$ cat src/rtl/cbm_pkg.sv
`default_nettype none
// ----------------------------------------------------------------------------
// cbm_pkg
// Types and constants shared by the cartridge bank mapper modules.
// ----------------------------------------------------------------------------
package cbm_pkg;

  localparam int unsigned PatternWindows = 8;
  localparam int unsigned WinIdxW        = 3;

  localparam int unsigned ActionW  = 2;
  localparam int unsigned AddrW    = 16;
  localparam int unsigned DataW    = 8;
  localparam int unsigned TargetW  = 3;
  localparam int unsigned OffsetW  = 26;
  localparam int unsigned CfgIdxW  = 2;
  localparam int unsigned CfgDataW = 16;

  // access kinds
  localparam logic [ActionW-1:0] ActCpuWrite = 2'd0;
  localparam logic [ActionW-1:0] ActCpuRead  = 2'd1;
  localparam logic [ActionW-1:0] ActPpuRead  = 2'd2;

  // target memories
  localparam logic [TargetW-1:0] TgtNone      = 3'd0;
  localparam logic [TargetW-1:0] TgtPrgRom    = 3'd1;
  localparam logic [TargetW-1:0] TgtWorkRam   = 3'd2;
  localparam logic [TargetW-1:0] TgtChrRom    = 3'd3;
  localparam logic [TargetW-1:0] TgtNametable = 3'd4;

  // nametable mirroring
  localparam logic [1:0] MirLower      = 2'd0;
  localparam logic [1:0] MirUpper      = 2'd1;
  localparam logic [1:0] MirVertical   = 2'd2;
  localparam logic [1:0] MirHorizontal = 2'd3;

  // configuration register indexes
  localparam logic [CfgIdxW-1:0] CfgPrgMask     = 2'd0;
  localparam logic [CfgIdxW-1:0] CfgChrMask     = 2'd1;
  localparam logic [CfgIdxW-1:0] CfgWramPresent = 2'd2;

  // mapper register addresses
  localparam logic [11:0]      RegChrPage = 12'hC00;
  localparam logic [AddrW-1:0] RegPrgBank = 16'hC010;
  localparam logic [AddrW-1:0] RegMirror  = 16'hC014;

  localparam logic [7:0]  PrgMaskReset = 8'd15;
  localparam logic [15:0] ChrMaskReset = 16'd255;

  typedef struct packed {
    logic [7:0]  prg_bank_mask;
    logic [15:0] chr_bank_mask;
    logic        wram_present;
    logic [7:0]  program_bank;
    logic [1:0]  mirror_mode;
  } cbm_state_t;

  typedef struct packed {
    logic [TargetW-1:0] target;
    logic [OffsetW-1:0] offset;
    logic               page;
  } cbm_result_t;

endpackage
`default_nettype wire

$ cat src/rtl/cbm_regs.sv
`default_nettype none
// ----------------------------------------------------------------------------
// cbm_regs
// Configuration registers, pattern bank registers, program bank and
// mirroring mode. CPU register writes are decoded here.
// ----------------------------------------------------------------------------
module cbm_regs (
  input  wire logic                         clk_i,
  input  wire logic                         rst_ni,
  input  wire logic                         cfg_we_i,
  input  wire logic [cbm_pkg::CfgIdxW-1:0]  cfg_index_i,
  input  wire logic [cbm_pkg::CfgDataW-1:0] cfg_data_i,
  input  wire logic                         wr_en_i,
  input  wire logic [cbm_pkg::AddrW-1:0]    wr_addr_i,
  input  wire logic [cbm_pkg::DataW-1:0]    wr_data_i,
  input  wire logic [cbm_pkg::WinIdxW-1:0]  win_idx_i,
  output logic      [15:0]                  win_bank_o,
  output cbm_pkg::cbm_state_t               state_o
);

  logic [15:0] pat_bank_q [cbm_pkg::PatternWindows];
  logic [15:0] pat_bank_d [cbm_pkg::PatternWindows];
  logic [7:0]  prg_mask_q, prg_mask_d;
  logic [15:0] chr_mask_q, chr_mask_d;
  logic        wram_q, wram_d;
  logic [7:0]  prg_bank_q, prg_bank_d;
  logic [1:0]  mirror_q, mirror_d;

  logic                        chr_hit;
  logic [cbm_pkg::WinIdxW-1:0] chr_win;

  // C000-C003 / C008-C00B low bytes, C004-C007 / C00C-C00F high bytes
  assign chr_hit = wr_en_i && (wr_addr_i[15:4] == cbm_pkg::RegChrPage);
  assign chr_win = {wr_addr_i[3], wr_addr_i[1:0]};

  always_comb begin
    for (int i = 0; i < cbm_pkg::PatternWindows; i++) begin
      pat_bank_d[i] = pat_bank_q[i];
    end
    if (chr_hit) begin
      if (wr_addr_i[2]) begin
        pat_bank_d[chr_win] = {wr_data_i, pat_bank_q[chr_win][7:0]};
      end else begin
        pat_bank_d[chr_win] = {pat_bank_q[chr_win][15:8], wr_data_i};
      end
    end
  end

  always_comb begin
    prg_bank_d = prg_bank_q;
    mirror_d   = mirror_q;
    if (wr_en_i && (wr_addr_i == cbm_pkg::RegPrgBank)) begin
      prg_bank_d = wr_data_i;
    end
    if (wr_en_i && (wr_addr_i == cbm_pkg::RegMirror)) begin
      mirror_d = wr_data_i[0] ? cbm_pkg::MirHorizontal : cbm_pkg::MirVertical;
    end
  end

  always_comb begin
    prg_mask_d = prg_mask_q;
    chr_mask_d = chr_mask_q;
    wram_d     = wram_q;
    if (cfg_we_i) begin
      case (cfg_index_i)
        cbm_pkg::CfgPrgMask:     prg_mask_d = cfg_data_i[7:0];
        cbm_pkg::CfgChrMask:     chr_mask_d = cfg_data_i;
        cbm_pkg::CfgWramPresent: wram_d     = cfg_data_i[0];
        default: ;
      endcase
    end
  end

  always_ff @(posedge clk_i or negedge rst_ni) begin
    if (!rst_ni) begin
      for (int i = 0; i < cbm_pkg::PatternWindows; i++) begin
        pat_bank_q[i] <= '0;
      end
      prg_mask_q <= cbm_pkg::PrgMaskReset;
      chr_mask_q <= cbm_pkg::ChrMaskReset;
      wram_q     <= 1'b0;
      prg_bank_q <= '0;
      mirror_q   <= cbm_pkg::MirLower;
    end else begin
      for (int i = 0; i < cbm_pkg::PatternWindows; i++) begin
        pat_bank_q[i] <= pat_bank_d[i];
      end
      prg_mask_q <= prg_mask_d;
      chr_mask_q <= chr_mask_d;
      wram_q     <= wram_d;
      prg_bank_q <= prg_bank_d;
      mirror_q   <= mirror_d;
    end
  end

  assign win_bank_o = pat_bank_q[win_idx_i];

  always_comb begin
    state_o.prg_bank_mask = prg_mask_q;
    state_o.chr_bank_mask = chr_mask_q;
    state_o.wram_present  = wram_q;
    state_o.program_bank  = prg_bank_q;
    state_o.mirror_mode   = mirror_q;
  end

endmodule
`default_nettype wire

$ cat src/rtl/cbm_xlate.sv
`default_nettype none
// ----------------------------------------------------------------------------
// cbm_xlate
// Address translation for one access: picks the target memory and builds
// the byte offset, or the nametable page and offset.
// ----------------------------------------------------------------------------
module cbm_xlate (
  input  wire logic [cbm_pkg::ActionW-1:0] action_i,
  input  wire logic [cbm_pkg::AddrW-1:0]   addr_i,
  input  wire cbm_pkg::cbm_state_t         state_i,
  input  wire logic [15:0]                 win_bank_i,
  output logic      [cbm_pkg::WinIdxW-1:0] win_idx_o,
  output cbm_pkg::cbm_result_t             result_o
);

  logic        in_ram;
  logic [13:0] ppu_addr;
  logic [7:0]  prg_bank;
  logic [15:0] chr_bank;
  logic        nt_page;

  assign in_ram    = state_i.wram_present && (addr_i[15:13] == 3'b011);
  assign ppu_addr  = addr_i[13:0];
  assign win_idx_o = ppu_addr[12:10];
  assign prg_bank  = state_i.program_bank & state_i.prg_bank_mask;
  assign chr_bank  = win_bank_i & state_i.chr_bank_mask;

  always_comb begin
    case (state_i.mirror_mode)
      cbm_pkg::MirLower:    nt_page = 1'b0;
      cbm_pkg::MirUpper:    nt_page = 1'b1;
      cbm_pkg::MirVertical: nt_page = ppu_addr[10];
      default:              nt_page = ppu_addr[11];
    endcase
  end

  always_comb begin
    result_o.target = cbm_pkg::TgtNone;
    result_o.offset = '0;
    result_o.page   = 1'b0;
    case (action_i)
      cbm_pkg::ActCpuWrite: begin
        if (in_ram) begin
          result_o.target = cbm_pkg::TgtWorkRam;
          result_o.offset = {13'd0, addr_i[12:0]};
        end
      end
      cbm_pkg::ActCpuRead: begin
        if (in_ram) begin
          result_o.target = cbm_pkg::TgtWorkRam;
          result_o.offset = {13'd0, addr_i[12:0]};
        end else if (addr_i[15:14] == 2'b10) begin
          result_o.target = cbm_pkg::TgtPrgRom;
          result_o.offset = {4'd0, prg_bank, addr_i[13:0]};
        end else if (addr_i[15:14] == 2'b11) begin
          // upper window is pinned to the last bank
          result_o.target = cbm_pkg::TgtPrgRom;
          result_o.offset = {4'd0, state_i.prg_bank_mask, addr_i[13:0]};
        end
      end
      cbm_pkg::ActPpuRead: begin
        if (!ppu_addr[13]) begin
          result_o.target = cbm_pkg::TgtChrRom;
          result_o.offset = {chr_bank, ppu_addr[9:0]};
        end else if (ppu_addr[13:8] != 6'h3F) begin
          result_o.target = cbm_pkg::TgtNametable;
          result_o.offset = {16'd0, ppu_addr[9:0]};
          result_o.page   = nt_page;
        end
      end
      default: ;
    endcase
  end

endmodule
`default_nettype wire

$ cat src/rtl/cartridge_bank_mapper.sv
`default_nettype none
// ----------------------------------------------------------------------------
// cartridge_bank_mapper
// Bank mapper for CPU and PPU accesses: register writes, program/work RAM
// and pattern/nametable address translation.
// ----------------------------------------------------------------------------
//  channel  | handshake              | payload
//  ---------+------------------------+----------------------------------
//  in       | in_valid_i/in_stall_o  | in_action_i, in_address_i, in_data_i
//  out      | out_valid_o/out_stall_i| out_target_o, out_offset_o, out_page_o
//  cfg      | cfg_we_i               | cfg_index_i, cfg_data_i
//
//  One item per cycle unless the output stalls; an item passes through the input register, then the result register.
//  Translation and register update happen in the same cycle, after the input register.
//  Reset: pattern banks and program bank zero, single-screen lower mirroring,
//  masks 15 / 255, no work RAM.
//  A stalled result holds; in_stall_o is high in the same cycle while both
//  registers hold an item and out_stall_i is high.
// ----------------------------------------------------------------------------
module cartridge_bank_mapper (
  input  wire logic                         clk_i,
  input  wire logic                         rst_ni,
  input  wire logic                         cfg_we_i,
  input  wire logic [cbm_pkg::CfgIdxW-1:0]  cfg_index_i,
  input  wire logic [cbm_pkg::CfgDataW-1:0] cfg_data_i,
  input  wire logic                         in_valid_i,
  output logic                              in_stall_o,
  input  wire logic [cbm_pkg::ActionW-1:0]  in_action_i,
  input  wire logic [cbm_pkg::AddrW-1:0]    in_address_i,
  input  wire logic [cbm_pkg::DataW-1:0]    in_data_i,
  output logic                              out_valid_o,
  input  wire logic                         out_stall_i,
  output logic      [cbm_pkg::TargetW-1:0]  out_target_o,
  output logic      [cbm_pkg::OffsetW-1:0]  out_offset_o,
  output logic                              out_page_o
);

  logic                        s1_valid_q, s1_valid_d;
  logic [cbm_pkg::ActionW-1:0] s1_action_q;
  logic [cbm_pkg::AddrW-1:0]   s1_addr_q;
  logic [cbm_pkg::DataW-1:0]   s1_data_q;
  logic                        out_valid_q, out_valid_d;
  cbm_pkg::cbm_result_t        out_result_q;

  logic                        advance;
  logic                        in_accept;
  logic                        reg_wr;
  logic [cbm_pkg::WinIdxW-1:0] win_idx;
  logic [15:0]                 win_bank;
  cbm_pkg::cbm_state_t         state;
  cbm_pkg::cbm_result_t        result;

  assign advance    = s1_valid_q && (!out_valid_q || !out_stall_i);
  assign in_stall_o = s1_valid_q && !advance;
  assign in_accept  = in_valid_i && !in_stall_o;
  // state changes as the item leaves the input register, so later items
  // always see it
  assign reg_wr     = advance && (s1_action_q == cbm_pkg::ActCpuWrite);

  cbm_regs u_regs (
    .clk_i       (clk_i),
    .rst_ni      (rst_ni),
    .cfg_we_i    (cfg_we_i),
    .cfg_index_i (cfg_index_i),
    .cfg_data_i  (cfg_data_i),
    .wr_en_i     (reg_wr),
    .wr_addr_i   (s1_addr_q),
    .wr_data_i   (s1_data_q),
    .win_idx_i   (win_idx),
    .win_bank_o  (win_bank),
    .state_o     (state)
  );

  cbm_xlate u_xlate (
    .action_i   (s1_action_q),
    .addr_i     (s1_addr_q),
    .state_i    (state),
    .win_bank_i (win_bank),
    .win_idx_o  (win_idx),
    .result_o   (result)
  );

  always_comb begin
    s1_valid_d = s1_valid_q;
    if (in_accept) begin
      s1_valid_d = 1'b1;
    end else if (advance) begin
      s1_valid_d = 1'b0;
    end
    out_valid_d = out_valid_q;
    if (advance) begin
      out_valid_d = 1'b1;
    end else if (!out_stall_i) begin
      out_valid_d = 1'b0;
    end
  end

  always_ff @(posedge clk_i or negedge rst_ni) begin
    if (!rst_ni) begin
      s1_valid_q  <= 1'b0;
      out_valid_q <= 1'b0;
    end else begin
      s1_valid_q  <= s1_valid_d;
      out_valid_q <= out_valid_d;
    end
  end

  always_ff @(posedge clk_i) begin
    if (in_accept) begin
      s1_action_q <= in_action_i;
      s1_addr_q   <= in_address_i;
      s1_data_q   <= in_data_i;
    end
    if (advance) begin
      out_result_q <= result;
    end
  end

  assign out_valid_o  = out_valid_q;
  assign out_target_o = out_result_q.target;
  assign out_offset_o = out_result_q.offset;
  assign out_page_o   = out_result_q.page;

`ifndef SYNTH
  a_stall_needs_item: assert property (@(posedge clk_i) disable iff (!rst_ni)
    in_stall_o |-> (s1_valid_q && out_valid_q && out_stall_i))
    else $error("input stalled without a full pipeline");

  a_none_is_clean: assert property (@(posedge clk_i) disable iff (!rst_ni)
    (out_valid_o && (out_target_o == cbm_pkg::TgtNone)) |->
      ((out_offset_o == '0) && !out_page_o))
    else $error("empty result carries offset or page");

  a_page_only_nt: assert property (@(posedge clk_i) disable iff (!rst_ni)
    (out_valid_o && out_page_o) |-> (out_target_o == cbm_pkg::TgtNametable))
    else $error("page set outside nametable access");

  a_wram_range: assert property (@(posedge clk_i) disable iff (!rst_ni)
    (out_valid_o && (out_target_o == cbm_pkg::TgtWorkRam)) |->
      (out_offset_o[cbm_pkg::OffsetW-1:13] == '0))
    else $error("work RAM offset beyond 8KB");

  a_advance_fills_out: assert property (@(posedge clk_i) disable iff (!rst_ni)
    advance |=> out_valid_q)
    else $error("item lost between input and result register");
`endif

endmodule
`default_nettype wire
$ cat config.mk
export PLATFORM = sky130hd
export DESIGN_NAME = cartridge_bank_mapper
export DESIGN_NICKNAME = d
export VERILOG_FILES = /design/src/rtl/cbm_pkg.sv /design/src/rtl/cbm_regs.sv /design/src/rtl/cbm_xlate.sv /design/src/rtl/cartridge_bank_mapper.sv
export SDC_FILE = /design/constraint.sdc
export NUM_CORES = 1
export LEC_CHECK = 0
export BUFFER_PORTS_ARGS = -buffer_cell sky130_fd_sc_hd__buf_2
export CAP_MARGIN = 20
export CORE_MARGIN = 8
export CORE_UTILIZATION = 40
export CTS_BUF_LIST = sky130_fd_sc_hd__clkbuf_16
export DETAILED_ROUTE_END_ITERATION = 16
export GPL_TIMING_DRIVEN = 1
export PLACE_DENSITY = 0.6
export SLEW_MARGIN = 20
export SYNTH_ARGS = -nofsm -noshare
export SYNTH_HDL_FRONTEND = slang
export SYNTH_SLANG_ARGS = --single-unit
export TNS_END_PERCENT = 30
$ cat constraint.sdc
create_clock -name clk_i -period 5.72 [get_ports clk_i]
set_input_delay 0.286 -clock clk_i [delete_from_list [all_inputs] [get_ports clk_i]]
set_output_delay 0.286 -clock clk_i [all_outputs]
set_load 0.01 [all_outputs]
==> out/metrics.yaml <==
power:
  powerDensity_mw_per_mm2: 276
  finalPower_uw: 3610
  ir_drop_v: 0.000191
  power_leakage_uw: 0.00507
worst_setup_path:
  critPathArrivalTime_ns: 3.37
  worstPathCellList: "or2_2 > nor3_1 > and3b_1 > mux2_2"
  r2r_slack_ns: 2.76
  max_stage_delay_ns: 0.93
  critPathLaunchType: "flip-flop"
  cp_max_fo: 20
  criticalPathCategory: "reg -> reg"
  crit_slowest_cell: "nor3_1"
  critPathTopFamily: "simple AND/OR/NAND/NOR gates"
  r2r_cells: 4
  cp.required_ns: 6.13
  timing.rr.start: "s1_addr_q[1]"
  end_kind: "flip-flop"
  r2r-end: "u_regs.prg_bank_q[2]"
  path_buf_inv: 0
clock_network:
  clk_pin_slew_ns: 0.06
  cts.sinks: 221
  postCtsSetupBuffers: 0
  cts_resized: 0
  insertion_delay_ns: 0.53
  htreeDepth: 1
  tritoncts: "done"
  clockRootBuffer: "clkbuf_16"
  cts_buffers: 25
  clock_path_buffers: 3
route:
  antenna_left: 0
  drt-total-wl_um: 34300
  drt-initial-drc-count: 864
  first_pass_iters: 5
  vias_per_cell: 6.20
  drc: 0
  wl_per_cell_um: 24.9
  vias: 8556
synth:
  synth_area_per_cell_um2: 12.5
  synth_top_area_share_pct: 33.7
  synth_ff_type: "dfrtp_1"
  synthArstFlopShare_pct: 74.7
  yosysWarnings: 0
  synth_seq_cells: 221
  yosys.cell_count.top_type: "dfrtp_1"
  synth_edf_count: 56
  syn-cell-area_mm2: 0.0114
  yosysTopAreaCell: "dfrtp_1"
  syn_inst: 906
  synth_area_leaders: "dfrtp_1 (34%), edfxtp_1 (15%), o2bb2ai_1 (8.8%), mux2i_1 (6.8%), mux4_2 (6.3%)"
  synth_common_cells: "dfrtp_1 (153), nand4_1 (115), o2bb2ai_1 (114)"
  synth_nets: 955
  synth_cell_types: 55
  yosysSeqAreaShare_pct: 51.3
status:
  outcome: "complete, no violations"
finish:
  area_delta_synth_final_pct: 15.2
  drive_above_1_share_pct: 25.2
  fill_cells: 2497
  final_nets: 1032
  n_antenna_cell: 0
timing:
  setup_violations: 0
  tightest_slew_ns: 1.18
  fin_crit_sh_pct: 51.8
  drv_slew: 0
  fin_crit_ns: 2.96
  finalSetupTns_ns: 0
  clock_skew_ns: 0.0145
  hold_viol: 0
  rsz0062_at_grt: "no"
  slew_headroom_pct: 21.1
  fmax_mhz: 338
  whs_ns: 0.0165
placement:
  place_congestion: 0.818
  io_buffers: 80
  hpwl_um: 20900
floorplan:
  rows: 61
  die_w_um: 184
  io_pins: 81
  start_util_pct: 40.7
  dieArea_mm2: 0.0340
  core_mm2: 0.0279
  dieHeight_um: 184
hold_path:
  holdPathEnd: "u_regs.chr_mask_q[11]"
  worstHoldStart: "cfg_data_i[11]"
  hold_depth: 2
  hp-class: "in -> reg"
grt:
  grt_usage_pct: 20.0
  antenna_found_initial: 2
  overflow: 0
  first_global_vias: 8757
  grt_pass1_wl_um: 53400
  grt_max_degree: 84
run:
  maxCapViolCount: 0
[state kept, by name, indices dropped and copies added, names as in the netlist, 2 cells and up]
| register | count |
|---|---|
| u_regs.prg_mask_q | 8 |
| out_offset_o | 26 |
| u_regs.mirror_q | 2 |
| u_regs.prg_bank_q | 8 |
| out_target_o | 3 |
| u_regs.chr_mask_q | 16 |
| s1_action_q | 2 |
| s1_addr_q | 16 |
| s1_data_q | 8 |
| u_regs.pat_bank_q | 128 |
[per-layer routing]
| metal | routed length, µm | GRT usage [%] | vias up |
|---|---|---|---|
| met3 | 2810 | 4.08 | 82 |
| met4 | 1040 | 6.87 | 4 |
| met5 | 30 | 0 | - |
| li1 | - | - | 3800 |
| met1 | 14700 | 26.9 | 4307 |
| met2 | 15800 | 31.8 | 363 |
[metrics by stage]
step / cell area, µm² / std cells / worst slack (ns) / utilization, %
2_1_floorplan: 11400 / 906 / 1.69 / -
3_3_place_gp: 11900 / 1299 / 2.79 / 42.9
3_5_place_dp: 11900 / 1299 / 2.75 / 42.9
4_1_cts: 13100 / 1379 / 2.73 / 46.9
5_1_grt: 13100 / 1379 / 2.52 / 46.9
6_report: 13100 / 1379 / 2.76 / 46.9
[kinds of logic (layout without fill, tap and decap cells)]
kind of cell	after synthesis	count (layout)	share of synthesized area [%]
DFF	221	221	51.3
AOI/OAI and AO/OA	212	212	14.2
muxes	144	144	16.6
buffers and inverters	93	188	4.66
and+or+nand+nor	236	236	13.2
[worst max path at each step]
stage	start	endpoint	slack [ns]	depth (start not counted)
CTS	s1_addr_q[10]	u_regs.prg_bank_q[2]	2.73	6
global route	s1_addr_q[10]	u_regs.prg_bank_q[2]	2.52	6
finish	s1_addr_q[1]	u_regs.prg_bank_q[2]	2.76	4
detailed placement	s1_addr_q[10]	u_regs.prg_bank_q[3]	2.75	6
floorplan	out_valid_o	u_regs.pat_bank_q[21]	1.69	6
global placement	s1_addr_q[10]	u_regs.prg_bank_q[0]	2.79	6
[where the power goes]
| group | internal, µW | switching (µW) | total (µW) |
|---|---|---|---|
| clock | 888 | 654 | 1540 |
| sequential | 1700 | 39.6 | 1740 |
| combinational | 120 | 207 | 328 |
| total | 2710 | 900 | 3610 |
[cell type report]
class / count / area, µm² / area share [%]
Clock inverter: 20 / 156 / 1.20
Clock buffer: 25 / 626 / 4.78
Inverter: 5 / 18.8 / 0.144
Timing Repair Buffer: 138 / 967 / 7.40
Tap cell: 378 / 473 / 3.62
Multi-Input combinational cell: 592 / 5010 / 38.3
Sequential cell: 221 / 5830 / 44.5
[cells in the final DEF (no fill, tap or decap), drive strengths merged, types with 7 or more instances in the layout]
cell type | synthesis | routed
and2 | 14 | 14
a31oi | 14 | 14
nand2b | 11 | 11
mux2i | 77 | 77
o22ai | 41 | 41
inv | 4 | 8
dfrtp | 153 | 153
clkbuf | 17 | 25
a21oi | 8 | 8
mux2 | 35 | 35
buf | 71 | 103
or2 | 10 | 10
nand4 | 115 | 115
mux4 | 32 | 32
nor2 | 15 | 15
o2bb2ai | 114 | 114
o21ai | 21 | 21
a41oi | 7 | 7
nor3 | 17 | 17
nand3 | 9 | 9
nand2 | 30 | 30
dlygate4sd3 | 0 | 35
dfstp | 12 | 12
clkinv | 1 | 13
edfxtp | 56 | 56
[worst reg2reg max path: stages (launching register included)]
cell	delay, ns
edfxtp_1	0.43
or2_2	0.60
nor3_1	0.94
and3b_1	0.51
mux2_2	0.38
[timing repair]
item | in CTS | in global routing
endpoints found under the setup margin | 0 | 0
hold endpoints to repair | 67 | 0
hold buffers | 35 | 0
Note: power is estimated with default switching activity, not from simulation.
